===== config.mk =====
export PLATFORM = sky130hd
export DESIGN_NAME = arc_polyline_node_generator_core
export DESIGN_NICKNAME = d
export VERILOG_FILES = /design/src/rtl/apng_pkg.sv /design/src/rtl/apng_mul.sv /design/src/rtl/apng_cordic.sv /design/src/rtl/arc_polyline_node_generator_core.sv
export SDC_FILE = /design/constraint.sdc
export NUM_CORES = 2
export LEC_CHECK = 0
export BUFFER_PORTS_ARGS = -buffer_cell sky130_fd_sc_hd__buf_2
export CORE_MARGIN = 4
export CORE_UTILIZATION = 60
export CTS_CLUSTER_DIAMETER = 40
export DETAILED_ROUTE_END_ITERATION = 10
export PLACE_DENSITY = 0.88
export SLEW_MARGIN = 40
export SYNTH_ARGS = -nofsm -noshare
export SYNTH_HDL_FRONTEND = slang
export SYNTH_SLANG_ARGS = --single-unit
export TNS_END_PERCENT = 20

===== constraint.sdc =====
create_clock -name clk -period 10.9 [get_ports clk]
set_input_delay 1.635 -clock clk [delete_from_list [all_inputs] [get_ports clk]]
set_output_delay 1.635 -clock clk [all_outputs]
set_load 0.01 [all_outputs]

===== src/rtl/apng_pkg.sv =====
// Shared types, constants and the arctangent table for the arc polyline node generator.
// No dependencies; used by apng_mul, apng_cordic and the top level by scoped names.
`timescale 1ns / 1ps
package apng_pkg;

	localparam int MAX_SEGMENTS      = 63;
	localparam int CORDIC_ITERATIONS = 16;
	localparam int ATAN_ENTRIES      = 24;

	localparam int SEG_W  = 6;
	localparam int CW     = 34;
	localparam int ZW     = 19;
	localparam int AT_W   = 17;
	localparam int ANG_W  = 18;
	localparam int KW     = $clog2(ATAN_ENTRIES);
	localparam int ITER_N = (CORDIC_ITERATIONS > ATAN_ENTRIES) ? ATAN_ENTRIES : CORDIC_ITERATIONS;
	localparam int PROD_W = 16 + CW;
	localparam int ACC_W  = 39;
	localparam int STEP_SH = 38;
	localparam int STEP_W = PROD_W - STEP_SH;

	localparam logic [SEG_W-1:0] MAX_SEG_V = SEG_W'(MAX_SEGMENTS);
	localparam logic [KW-1:0]    K_LAST    = KW'(ITER_N - 1);
	localparam logic [ANG_W-1:0] PI_Q16      = 18'd205887;
	localparam logic [ANG_W-1:0] HALF_PI_Q16 = 18'd102944;
	localparam logic signed [CW-1:0] CORDIC_GAIN_Q30 = 34'sd652032874;

	localparam logic [2:0] REG_ORIGIN_X      = 3'd0;
	localparam logic [2:0] REG_ORIGIN_Y      = 3'd1;
	localparam logic [2:0] REG_STEP_LENGTH   = 3'd2;
	localparam logic [2:0] REG_BASE_ANGLE    = 3'd3;
	localparam logic [2:0] REG_SEGMENT_COUNT = 3'd4;

	typedef logic signed [CW-1:0] cvec_t;

	typedef struct packed {
		logic busy;
		logic done;
	} cordic_stat_t;

	function automatic logic [AT_W-1:0] atan_q16(input logic [KW-1:0] k);
		logic [AT_W-1:0] v;
		case (k)
			5'd0:    v = 17'd51472;
			5'd1:    v = 17'd30386;
			5'd2:    v = 17'd16055;
			5'd3:    v = 17'd8150;
			5'd4:    v = 17'd4091;
			5'd5:    v = 17'd2047;
			5'd6:    v = 17'd1024;
			5'd7:    v = 17'd512;
			5'd8:    v = 17'd256;
			5'd9:    v = 17'd128;
			5'd10:   v = 17'd64;
			5'd11:   v = 17'd32;
			5'd12:   v = 17'd16;
			5'd13:   v = 17'd8;
			5'd14:   v = 17'd4;
			5'd15:   v = 17'd2;
			5'd16:   v = 17'd1;
			default: v = 17'd0;
		endcase
		return v;
	endfunction

endpackage


===== src/rtl/apng_mul.sv =====
// Shared sign-magnitude multiplier: unsigned 16-bit factor times a signed vector.
// Registers the product magnitude and the result sign. Depends on apng_pkg.
`timescale 1ns / 1ps
module apng_mul (
	input  logic                         clk,
	input  logic                         go,
	input  logic [15:0]                  a,
	input  apng_pkg::cvec_t              b,
	input  logic                         flip,
	output logic [apng_pkg::PROD_W-1:0]  prod,
	output logic                         neg
);

	logic [apng_pkg::CW-1:0] mag;

	assign mag = b[apng_pkg::CW-1] ? apng_pkg::CW'(-b) : apng_pkg::CW'(b);

	always_ff @(posedge clk) begin
		if (go) begin
			prod <= apng_pkg::PROD_W'(a) * apng_pkg::PROD_W'(mag);
			neg  <= b[apng_pkg::CW-1] ^ flip;
		end
	end

endmodule


===== src/rtl/apng_cordic.sv =====
// Iterative shift-add CORDIC rotator, one micro-rotation per cycle.
// Produces cos (x) and sin (y) in Q1.30 for a Q1.16 angle in [0, pi/2]. Depends on apng_pkg.
`timescale 1ns / 1ps
module apng_cordic (
	input  logic                             clk,
	input  logic                             arst_n,
	input  logic                             start,
	input  logic signed [apng_pkg::ZW-1:0]   z_init,
	output apng_pkg::cordic_stat_t           stat,
	output apng_pkg::cvec_t                  x,
	output apng_pkg::cvec_t                  y
);

	logic [apng_pkg::KW-1:0]         k_q;
	logic                            busy_q;
	logic                            done_q;
	apng_pkg::cvec_t                 x_q;
	apng_pkg::cvec_t                 y_q;
	logic signed [apng_pkg::ZW-1:0]  z_q;
	apng_pkg::cvec_t                 xs;
	apng_pkg::cvec_t                 ys;
	logic signed [apng_pkg::ZW-1:0]  at;

	assign xs = x_q >>> k_q;
	assign ys = y_q >>> k_q;
	assign at = signed'({{(apng_pkg::ZW - apng_pkg::AT_W){1'b0}}, apng_pkg::atan_q16(k_q)});

	always_ff @(posedge clk or negedge arst_n) begin
		if (!arst_n) begin
			busy_q <= 1'b0;
			done_q <= 1'b0;
			k_q    <= '0;
		end else if (start) begin
			busy_q <= 1'b1;
			done_q <= 1'b0;
			k_q    <= '0;
		end else if (busy_q) begin
			busy_q <= (k_q != apng_pkg::K_LAST);
			done_q <= (k_q == apng_pkg::K_LAST);
			k_q    <= k_q + 1'b1;
		end else begin
			done_q <= 1'b0;
		end
	end

	always_ff @(posedge clk) begin
		if (start) begin
			x_q <= apng_pkg::CORDIC_GAIN_Q30;
			y_q <= '0;
			z_q <= z_init;
		end else if (busy_q) begin
			if (z_q >= 0) begin
				x_q <= x_q - ys;
				y_q <= y_q + xs;
				z_q <= z_q - at;
			end else begin
				x_q <= x_q + ys;
				y_q <= y_q - xs;
				z_q <= z_q + at;
			end
		end
	end

	assign stat.busy = busy_q;
	assign stat.done = done_q;
	assign x = x_q;
	assign y = y_q;

endmodule


===== src/rtl/arc_polyline_node_generator_core.sv =====
// Top level: configuration registers, node sequencer and output register.
// Depends on apng_pkg, apng_mul and apng_cordic.
`timescale 1ns / 1ps
// One bend transaction yields segment_count + 1 node transactions (63 segments at most),
// starting with the origin; the final node carries last. The block takes no new bend until
// the final node has been taken. Each segment has an angle setup step, then runs the CORDIC
// rotator until it is done, makes two passes through the shared multiplier (sine, then
// cosine step) and ends in the output state. Configuration is to be written through
// cfg_we / cfg_index / cfg_data only while idle; the block itself does not enforce this.
module arc_polyline_node_generator_core (
	input  logic                clk,
	input  logic                arst_n,
	input  logic                cfg_we,
	input  logic [2:0]          cfg_index,
	input  logic [15:0]         cfg_data,
	input  logic                in_valid,
	output logic                in_stall,
	input  logic signed [15:0]  bend,
	output logic                out_valid,
	input  logic                out_stall,
	output logic signed [15:0]  node_x,
	output logic signed [15:0]  node_y,
	output logic [5:0]          node_index,
	output logic                last
);

	localparam logic [2:0] S_IDLE  = 3'd0;
	localparam logic [2:0] S_PROD  = 3'd1;
	localparam logic [2:0] S_EMIT  = 3'd2;
	localparam logic [2:0] S_ANGLE = 3'd3;
	localparam logic [2:0] S_ROT   = 3'd4;
	localparam logic [2:0] S_SIN   = 3'd5;
	localparam logic [2:0] S_COS   = 3'd6;

	logic [11:0]                     origin_x_q;
	logic [11:0]                     origin_y_q;
	logic [15:0]                     step_length_q;
	logic [15:0]                     base_angle_q;
	logic [apng_pkg::SEG_W-1:0]      segment_count_q;

	logic [2:0]                      state_q;
	logic                            out_valid_q;
	logic                            bneg_q;
	logic                            fold_q;
	logic [apng_pkg::SEG_W-1:0]      n_q;
	logic [31:0]                     a_q;
	logic [apng_pkg::ACC_W-1:0]      acc_q;
	logic [15:0]                     x_q;
	logic [15:0]                     y_q;
	logic [apng_pkg::SEG_W-1:0]      idx_q;
	logic                            last_q;

	logic                            in_acc;
	logic [15:0]                     bmag;
	logic [apng_pkg::SEG_W-1:0]      n_clamp;

	logic                            mul_go;
	logic [15:0]                     mul_a;
	apng_pkg::cvec_t                 mul_b;
	logic                            mul_flip;
	logic [apng_pkg::PROD_W-1:0]     prod;
	logic                            prod_neg;
	logic [15:0]                     step;

	logic [apng_pkg::ACC_W-15:0]     mag_full;
	logic [apng_pkg::ANG_W-1:0]      mag_c;
	logic                            fold;
	logic [apng_pkg::ANG_W-1:0]      m;
	logic signed [apng_pkg::ZW-1:0]  z_init;

	apng_pkg::cordic_stat_t          cst;
	apng_pkg::cvec_t                 cx;
	apng_pkg::cvec_t                 cy;

	// configuration
	always_ff @(posedge clk or negedge arst_n) begin
		if (!arst_n) begin
			origin_x_q      <= 12'd0;
			origin_y_q      <= 12'd0;
			step_length_q   <= 16'd2560;
			base_angle_q    <= 16'd6434;
			segment_count_q <= 6'd8;
		end else if (cfg_we) begin
			unique case (cfg_index)
				apng_pkg::REG_ORIGIN_X:      origin_x_q      <= cfg_data[11:0];
				apng_pkg::REG_ORIGIN_Y:      origin_y_q      <= cfg_data[11:0];
				apng_pkg::REG_STEP_LENGTH:   step_length_q   <= cfg_data;
				apng_pkg::REG_BASE_ANGLE:    base_angle_q    <= cfg_data;
				apng_pkg::REG_SEGMENT_COUNT: segment_count_q <= cfg_data[apng_pkg::SEG_W-1:0];
				default: ;
			endcase
		end
	end

	assign in_stall = (state_q != S_IDLE);
	assign in_acc   = in_valid && !in_stall;
	assign bmag     = bend[15] ? 16'(-bend) : 16'(bend);
	assign n_clamp  = (segment_count_q > apng_pkg::MAX_SEG_V) ? apng_pkg::MAX_SEG_V
	                                                         : segment_count_q;

	// angle of segment i: ((2i+1) * base * |bend|) >> 14, clamped to pi, folded to [0, pi/2]
	assign mag_full = acc_q[apng_pkg::ACC_W-1:14];
	assign mag_c    = (mag_full > (apng_pkg::ACC_W-14)'(apng_pkg::PI_Q16)) ? apng_pkg::PI_Q16
	                                                                     : mag_full[apng_pkg::ANG_W-1:0];
	assign fold     = (mag_c > apng_pkg::HALF_PI_Q16);
	assign m        = fold ? (apng_pkg::PI_Q16 - mag_c) : mag_c;
	assign z_init   = signed'({1'b0, m});

	always_comb begin
		mul_go   = 1'b0;
		mul_a    = step_length_q;
		mul_b    = cy;
		mul_flip = bneg_q;
		case (state_q)
			S_IDLE: begin
				mul_go   = in_acc;
				mul_a    = base_angle_q;
				mul_b    = apng_pkg::cvec_t'({{(apng_pkg::CW - 16){1'b0}}, bmag});
				mul_flip = 1'b0;
			end
			S_ROT: begin
				mul_go = cst.done;
			end
			S_SIN: begin
				mul_go   = 1'b1;
				mul_b    = cx;
				mul_flip = fold_q;
			end
			default: ;
		endcase
	end

	apng_mul u_mul (
		.clk  (clk),
		.go   (mul_go),
		.a    (mul_a),
		.b    (mul_b),
		.flip (mul_flip),
		.prod (prod),
		.neg  (prod_neg)
	);

	apng_cordic u_cordic (
		.clk    (clk),
		.arst_n (arst_n),
		.start  (state_q == S_ANGLE),
		.z_init (z_init),
		.stat   (cst),
		.x      (cx),
		.y      (cy)
	);

	// truncated step magnitude, sign applied afterwards
	assign step = prod_neg
		? 16'(-{{(16 - apng_pkg::STEP_W){1'b0}}, prod[apng_pkg::PROD_W-1:apng_pkg::STEP_SH]})
		: {{(16 - apng_pkg::STEP_W){1'b0}}, prod[apng_pkg::PROD_W-1:apng_pkg::STEP_SH]};

	always_ff @(posedge clk or negedge arst_n) begin
		if (!arst_n) begin
			state_q     <= S_IDLE;
			out_valid_q <= 1'b0;
		end else begin
			unique case (state_q)
				S_IDLE: begin
					if (in_acc) state_q <= S_PROD;
				end
				S_PROD: begin
					out_valid_q <= 1'b1;
					state_q     <= S_EMIT;
				end
				S_EMIT: begin
					if (!out_stall) begin
						out_valid_q <= 1'b0;
						state_q     <= last_q ? S_IDLE : S_ANGLE;
					end
				end
				S_ANGLE: state_q <= S_ROT;
				S_ROT: begin
					if (cst.done) state_q <= S_SIN;
				end
				S_SIN: state_q <= S_COS;
				S_COS: begin
					out_valid_q <= 1'b1;
					state_q     <= S_EMIT;
				end
				default: state_q <= S_IDLE;
			endcase
		end
	end

	always_ff @(posedge clk) begin
		case (state_q)
			S_IDLE: begin
				if (in_acc) begin
					bneg_q <= bend[15];
					n_q    <= n_clamp;
					x_q    <= {4'd0, origin_x_q};
					y_q    <= {4'd0, origin_y_q};
					idx_q  <= '0;
				end
			end
			S_PROD: begin
				a_q    <= prod[31:0];
				acc_q  <= apng_pkg::ACC_W'(prod[31:0]);
				last_q <= (n_q == '0);
			end
			S_ANGLE: begin
				fold_q <= fold;
				acc_q  <= acc_q + apng_pkg::ACC_W'({a_q, 1'b0});
			end
			S_SIN: x_q <= x_q + step;
			S_COS: begin
				y_q    <= y_q - step;
				idx_q  <= idx_q + 1'b1;
				last_q <= ((idx_q + 1'b1) == n_q);
			end
			default: ;
		endcase
	end

	assign out_valid  = out_valid_q;
	assign node_x     = signed'(x_q);
	assign node_y     = signed'(y_q);
	assign node_index = idx_q;
	assign last       = last_q;

`ifndef SYNTHESIS
	a_accept_starts: assert property (@(posedge clk) disable iff (!arst_n)
		in_valid && !in_stall |=> state_q == S_PROD)
		else $error("accepted bend did not start a curve");
	a_valid_in_emit: assert property (@(posedge clk) disable iff (!arst_n)
		out_valid |-> state_q == S_EMIT)
		else $error("node shown outside output state");
	a_index_bound: assert property (@(posedge clk) disable iff (!arst_n)
		out_valid |-> node_index <= n_q)
		else $error("node index beyond segment count");
	a_last_index: assert property (@(posedge clk) disable iff (!arst_n)
		out_valid && last |-> node_index == n_q)
		else $error("last flag on wrong node");
	a_cordic_busy: assert property (@(posedge clk) disable iff (!arst_n)
		cst.busy |-> state_q == S_ROT)
		else $error("rotator busy outside rotation state");
`endif

endmodule


Yosys cells after proc, flatten, opt, wreduce, memory -nomap -nowiden
Memories as Yosys holds them, arrays and structs flattened. Index checks and enable logic that the tools add are counted. W data, S select, Z words.

ROM bits: 512. Memories: 1. Bits in registers: 329.

Memories: (name not given) (words 32, width 16, rd ports 1, clocked after Yosys merged registers in 0, write ports 0, line apng_pkg.sv:43) `case (k)`.

Add/subtract/negate cells: 15. Multipliers: 1. Shift operators: 2. $lt $le $gt $ge: 4. Mux-type cells: 35. Equality and inequality tests: 16. Bitwise operators: 1. Reduce and logical (&&, ||, !) cells: 23.

Operator list (number): $mux W34 (3); $mux W16 (5); $pmux W39 S2 (1); $mux W18 (4); $add A34 B34 Y34 (2); $pmux W34 S2 (1); $sshr A34 B5 Y34 (2); $sub A34 B34 Y34 (2); $pmux W16 S2 (2); $mul A16 B34 Y50 (1); $add A39 B33 Y39 (1); $neg A34 Y34 (1); $gt A25 B18 Y1 const B (1); $add A19 B18 Y19 (1); $ge A19 B1 Y1 const B (1); $mux W19 (1); $sub A19 B18 Y19 (1); $gt A18 B17 Y1 const B (1); $pmux W3 S6 (1); $reduce_and A2 Y1 (9); $sub A18 B18 Y18 const A (1); $add A16 B16 Y16 (1); $neg A12 Y16 (1); $neg A16 Y16 (1); other kinds (29) (52).

Depth between registers and ports, before layout
Depth after elaboration: 6. Gate-level depth with buffers: 41.

By module
A second synthesis with hierarchy kept.

Cell total of the unflattened synthesis: 5062. Area, all modules: 45745.1 um^2.

By module, submodules not included: apng_mul (times used 1, area each 19557.5 um^2, seq. area each 1531.5 um^2, cells an instance 2160); apng_cordic (times used 1, area each 14567.7 um^2, seq. area each 2107.0 um^2, cells an instance 1736); arc_polyline_node_generator_core (times used 1, area each 11619.9 um^2, seq. area each 5175.0 um^2, cells an instance 1166).

Worst setup path before layout
Ideal clock, no wire load.

Path kind: input port to flip-flop. Start: input bend[0]. End: register u_mul.prod[45] (netlist bit) (data pin). Path buffers: 1. Setup time: 0.259 ns. Arrival: 10.037 ns. Cell stages on the path: 36. Path slack: 0.604 ns. Cell sequence: inv_1 nor2_1 a221o_1 inv_1 clkbuf_1 ha_1 inv_1 or3_1 or2_1 nor3_2 or2_2 xnor2_1 nand2_1 fa_1 inv_1 fa_1 inv_1 fa_1 fa_1 inv_1 fa_1 inv_1 fa_1 inv_1 ha_1 or2_2 or3_1 o21ai_0 o21ai_0 a31oi_1 o21ai_0 a221oi_1 o21ai_0 a21o_1 a21oi_1 xnor2_1.

Cells in the longest elaborated chain, start to end: 6.

RTL lines: start: declaration (line arc_polyline_node_generator_core.sv:18) `input logic signed [15:0] bend,`; $neg A16 Y16 (line arc_polyline_node_generator_core.sv:97) `assign bmag = bend[15] ? 16'(-bend) : 16'(bend);`; $mux W16 (*) (line arc_polyline_node_generator_core.sv:97); $pmux W34 S2 (*) (line arc_polyline_node_generator_core.sv:114) `case (state_q)`; $neg A34 Y34 (line apng_mul.sv:16) `assign mag = b[apng_pkg::CW-1] ? apng_pkg::CW'(-b) : apng_pkg::CW'(b);`; $mux W34 (*) (line apng_mul.sv:16); $mul A16 B34 Y50 (*) (line apng_mul.sv:20) `prod <= apng_pkg::PROD_W'(a) * apng_pkg::PROD_W'(mag);`; end signal: assignment (line apng_mul.sv:20); end: declaration (line apng_mul.sv:10) `output logic [apng_pkg::PROD_W-1:0] prod,`.

Every way passes the cells marked *; elsewhere a longest branch is shown, timed or not. A chain may end at the register's enable or synchronous reset.

Worst setup path in the final report
Start: input bend[2]. End: register u_mul.prod[45] (netlist bit) (data pin).

Same word-level chain as after synthesis.

==> results.toml <==
[run_status]
status = "finished clean"

[timing]
max_freq_mhz = 94.43
finalWorstSetupSlack_ps = 310.0
post-route-period-util = 0.9716
maxSlewHeadroom = 0.3779
drv_slew = 0
fin_skew_ps = 42.36
fin_crit_ps = 10590
setup_tns_ps = 0
rsz0062_at_grt = "no"
hold_viol = 0
setup_viol_count_final = 0
worst_pin_slew_ps = 929.1

[clocking]
clock_sinks = 322
clkLatencyLatePin_ps = 640
root_buffer = "clkbuf_16"
hold_buffers = 0
clkTransAtPathRegs_ps = 50
cts_tree = "yes"
cts_buffers = 61
cts.htree.levels = 2
clockBufferDepth = 3

[critical_path]
end_kind = "flip-flop"
cp_num_cells = 37
reg2regPathDepth = 38
critPathSlowestCell = "fa_1"
path_max_fanout = 6
required_ps = 11290
worst-endpoint-arrival_ps = 10980
critPathKind = "primary input to flip-flop"
reg2reg_slack_ps = 600
crit_top_cell = "fa_1"
critPathTopFamily = "adder cells"
cp_num_buf_inv = 8
worstSetupStartpointType = "primary input"
critPathMaxStageDelay_ps = 580

[logic_synthesis]
yosysUniqueCellTypes = 110
synth-compound-area-share = 0.1438
synth_largest_area_cell = "fa_1"
synth_top_flop_cell = "edfxtp_1"
ys_async_sr_fraction = 0.2267
synth_fp_nets = 5753
synth.top_cell.area_share = 0.2035
netlist_instances = 4976
ys_warn_count = 0
muxShareOfSynthArea = 0.08730
syn-cell-area_mm2 = 0.04446
synth_top_family_by_area = "adder cells"
synth-edff-count = 180
synth-simple-area-share = 0.1545
syn_avg_cell_area_um2 = 8.934
synthAdderAreaFrac = 0.2837
synthXorXnorAreaFrac = 0.06358
ys_seq_area_frac = 0.1940
ys_ff_latch = 322
synth_area_leaders = "fa_1 20%, edfxtp_1 12%, ha_1 8.0%"

[finish]
stdcell_count = 6064
area_growth_pct = 9.380
drive_above_1_share = 0.1269
finalNetCount = 5823
fillers = 5377
final_cell_area_mm2 = 0.04863

[floorplan]
dieHeight_um = 280.2
initial_core_util = 0.6073
die_w_um = 280.2
rows = 99
pin_count = 81
core_mm2 = 0.07321
dieArea_mm2 = 0.07851

[placed_design]
pre_cts_ws_ps = -150.1
place_hpwl_mm = 106.6
place.gp.congestion = 1.081
io_buffer_count = 80
placedCellCount = 5942
dpl-instance-area_mm2 = 0.04636

[detailed_routing]
drc = 0
top_layer_used = "met5"
finalWirelength_mm = 142.7
viasPerCell = 6.548
wl_met3_mm = 19.44
vias = 39710
met2WireLength_mm = 62.43
wl_per_cell_um = 23.53
antenna_left = 0
drtIter0Drc = 5074
dr.pass1.iters = 8
wl_met1_mm = 51.76

[job]
cap_violations = 0

[grt]
grt_overflow_total = 0
grt_util_all_layers = 0.3586
grt_max_degree = 89
grt_pass1_vias = 39880
antenna_found_initial = 9
grt_pass1_wl_mm = 220.9

[hold_path]
hold_class = "flip-flop to flip-flop"
hold_depth = 0
[final timing paths]
| kind | startpoint | endpoint |
|---|---|---|
| worst min register to register | u_mul.prod[2]$_DFFE_PP_ | a_q[2]$_DFFE_PP_ |
| min in group asynchronous | arst_n | origin_y_q[10]$_DFFE_PN0P_ |
| worst max-delay path | bend[2] | u_mul.prod[45]$_DFFE_PP_ |
| worst max register to register | state_q[2]$_DFFE_PN0P_ | u_mul.prod[45]$_DFFE_PP_ |
| worst min-delay path | u_mul.prod[2]$_DFFE_PP_ | a_q[2]$_DFFE_PP_ |
| max in group asynchronous | arst_n | u_cordic.k_q[2]$_DFFE_PN0P_ |
[sequential cells by signal, summed over array words and instances, names as in the netlist]
signal and cells:
base_angle_q 16, out_valid 1, a_q 32, u_cordic.done_q 1, node_y 16, bneg_q 1, acc_q 38, step_length_q 16
fold_q 1, node_x 16, node_index 6, n_q 6, last 1, origin_x_q 12, u_mul.neg 1, state_q 3
origin_y_q 12, u_cordic.k_q 5, u_cordic.busy_q 1, u_cordic.y 34, u_cordic.z_q 19, u_cordic.x 34, segment_count_q 6, u_mul.prod 44
[what timing repair did]
| item | CTS | global route |
|---|---|---|
| endpoints found under the setup margin | 0 | 6 |
| buffers inserted | 0 | 0 |
| gates resized for setup | 0 | 3 |
[through the flow]
step | utilization | hold slack [ps]
3_5_place_dp | 0.6333 | 420.9
2_1_floorplan | - | 400.3
3_3_place_gp | 0.6322 | 409.8
4_1_cts | 0.6634 | 432.1
5_1_grt | 0.6641 | 454.2
6_report | 0.6643 | 443.0
[logic make-up after synthesis]
logic type,after synthesis
xor+xnor,321
buf+inv,816
flops,322
simple gates,1544
compound gates,955
fa+ha+maj,737
mux,281
[cell usage in the layout, fill, tap and decap left out, types with 36 or more instances in the layout]
cell type  netlist  layout
a211oi_1        47      47
a21o_1          85      85
a21oi_1        200     199
and2_1          78      78
buf_2           29      79
buf_4            6     153
clkbuf_16        0      64
dfrtp_1         65      60
dfxtp_1         69      68
edfxtp_1       180     180
fa_1           452     452
ha_1           285     285
inv_1          583     579
mux2_2         112     112
mux2i_1         87      85
mux4_2          71      71
nand2_1        701     693
nand2b_1        45      45
nand3_1         64      63
nor2_1         404     401
nor3_1          56      53
o21a_1          36      36
o21ai_0        222     222
xnor2_1        192     190
xor2_1         127     126
[per-layer routing]
layer  global-route usage  up-vias
li1                     -    17040
met1               0.4622    19120
met2               0.5516     2862
met3               0.1044      687
met4               0.1880        2
met5             0.004884        -
[cell usage after synthesis, types with 56 or more instances]
library cell,n
nand2_1,701
inv_1,583
fa_1,452
nor2_1,404
ha_1,285
o21ai_0,222
a21oi_1,200
xnor2_1,192
edfxtp_1,180
clkbuf_1,158
xor2_1,127
mux2_2,112
mux2i_1,87
a21o_1,85
and2_1,78
mux4_2,71
dfxtp_1,69
dfrtp_1,65
nand3_1,64
nor3_1,56
[cell type report]
| type | count | area [um^2] | share of cell area |
|---|---|---|---|
| tap | 959 | 1200 | 0.02468 |
| multi-input combinational | 3838 | 32730 | 0.6730 |
| clock buffer | 73 | 1665 | 0.03425 |
| sequential | 322 | 8638 | 0.1776 |
| antenna | 8 | 20.02 | 0.0004117 |
| clock inverter | 41 | 535.5 | 0.01101 |
| timing repair buffer | 238 | 1647 | 0.03386 |
| inverter | 585 | 2196 | 0.04516 |
Power is not shown: default switching activity piles up to over one toggle a cycle in this logic, so the estimate is an artifact.
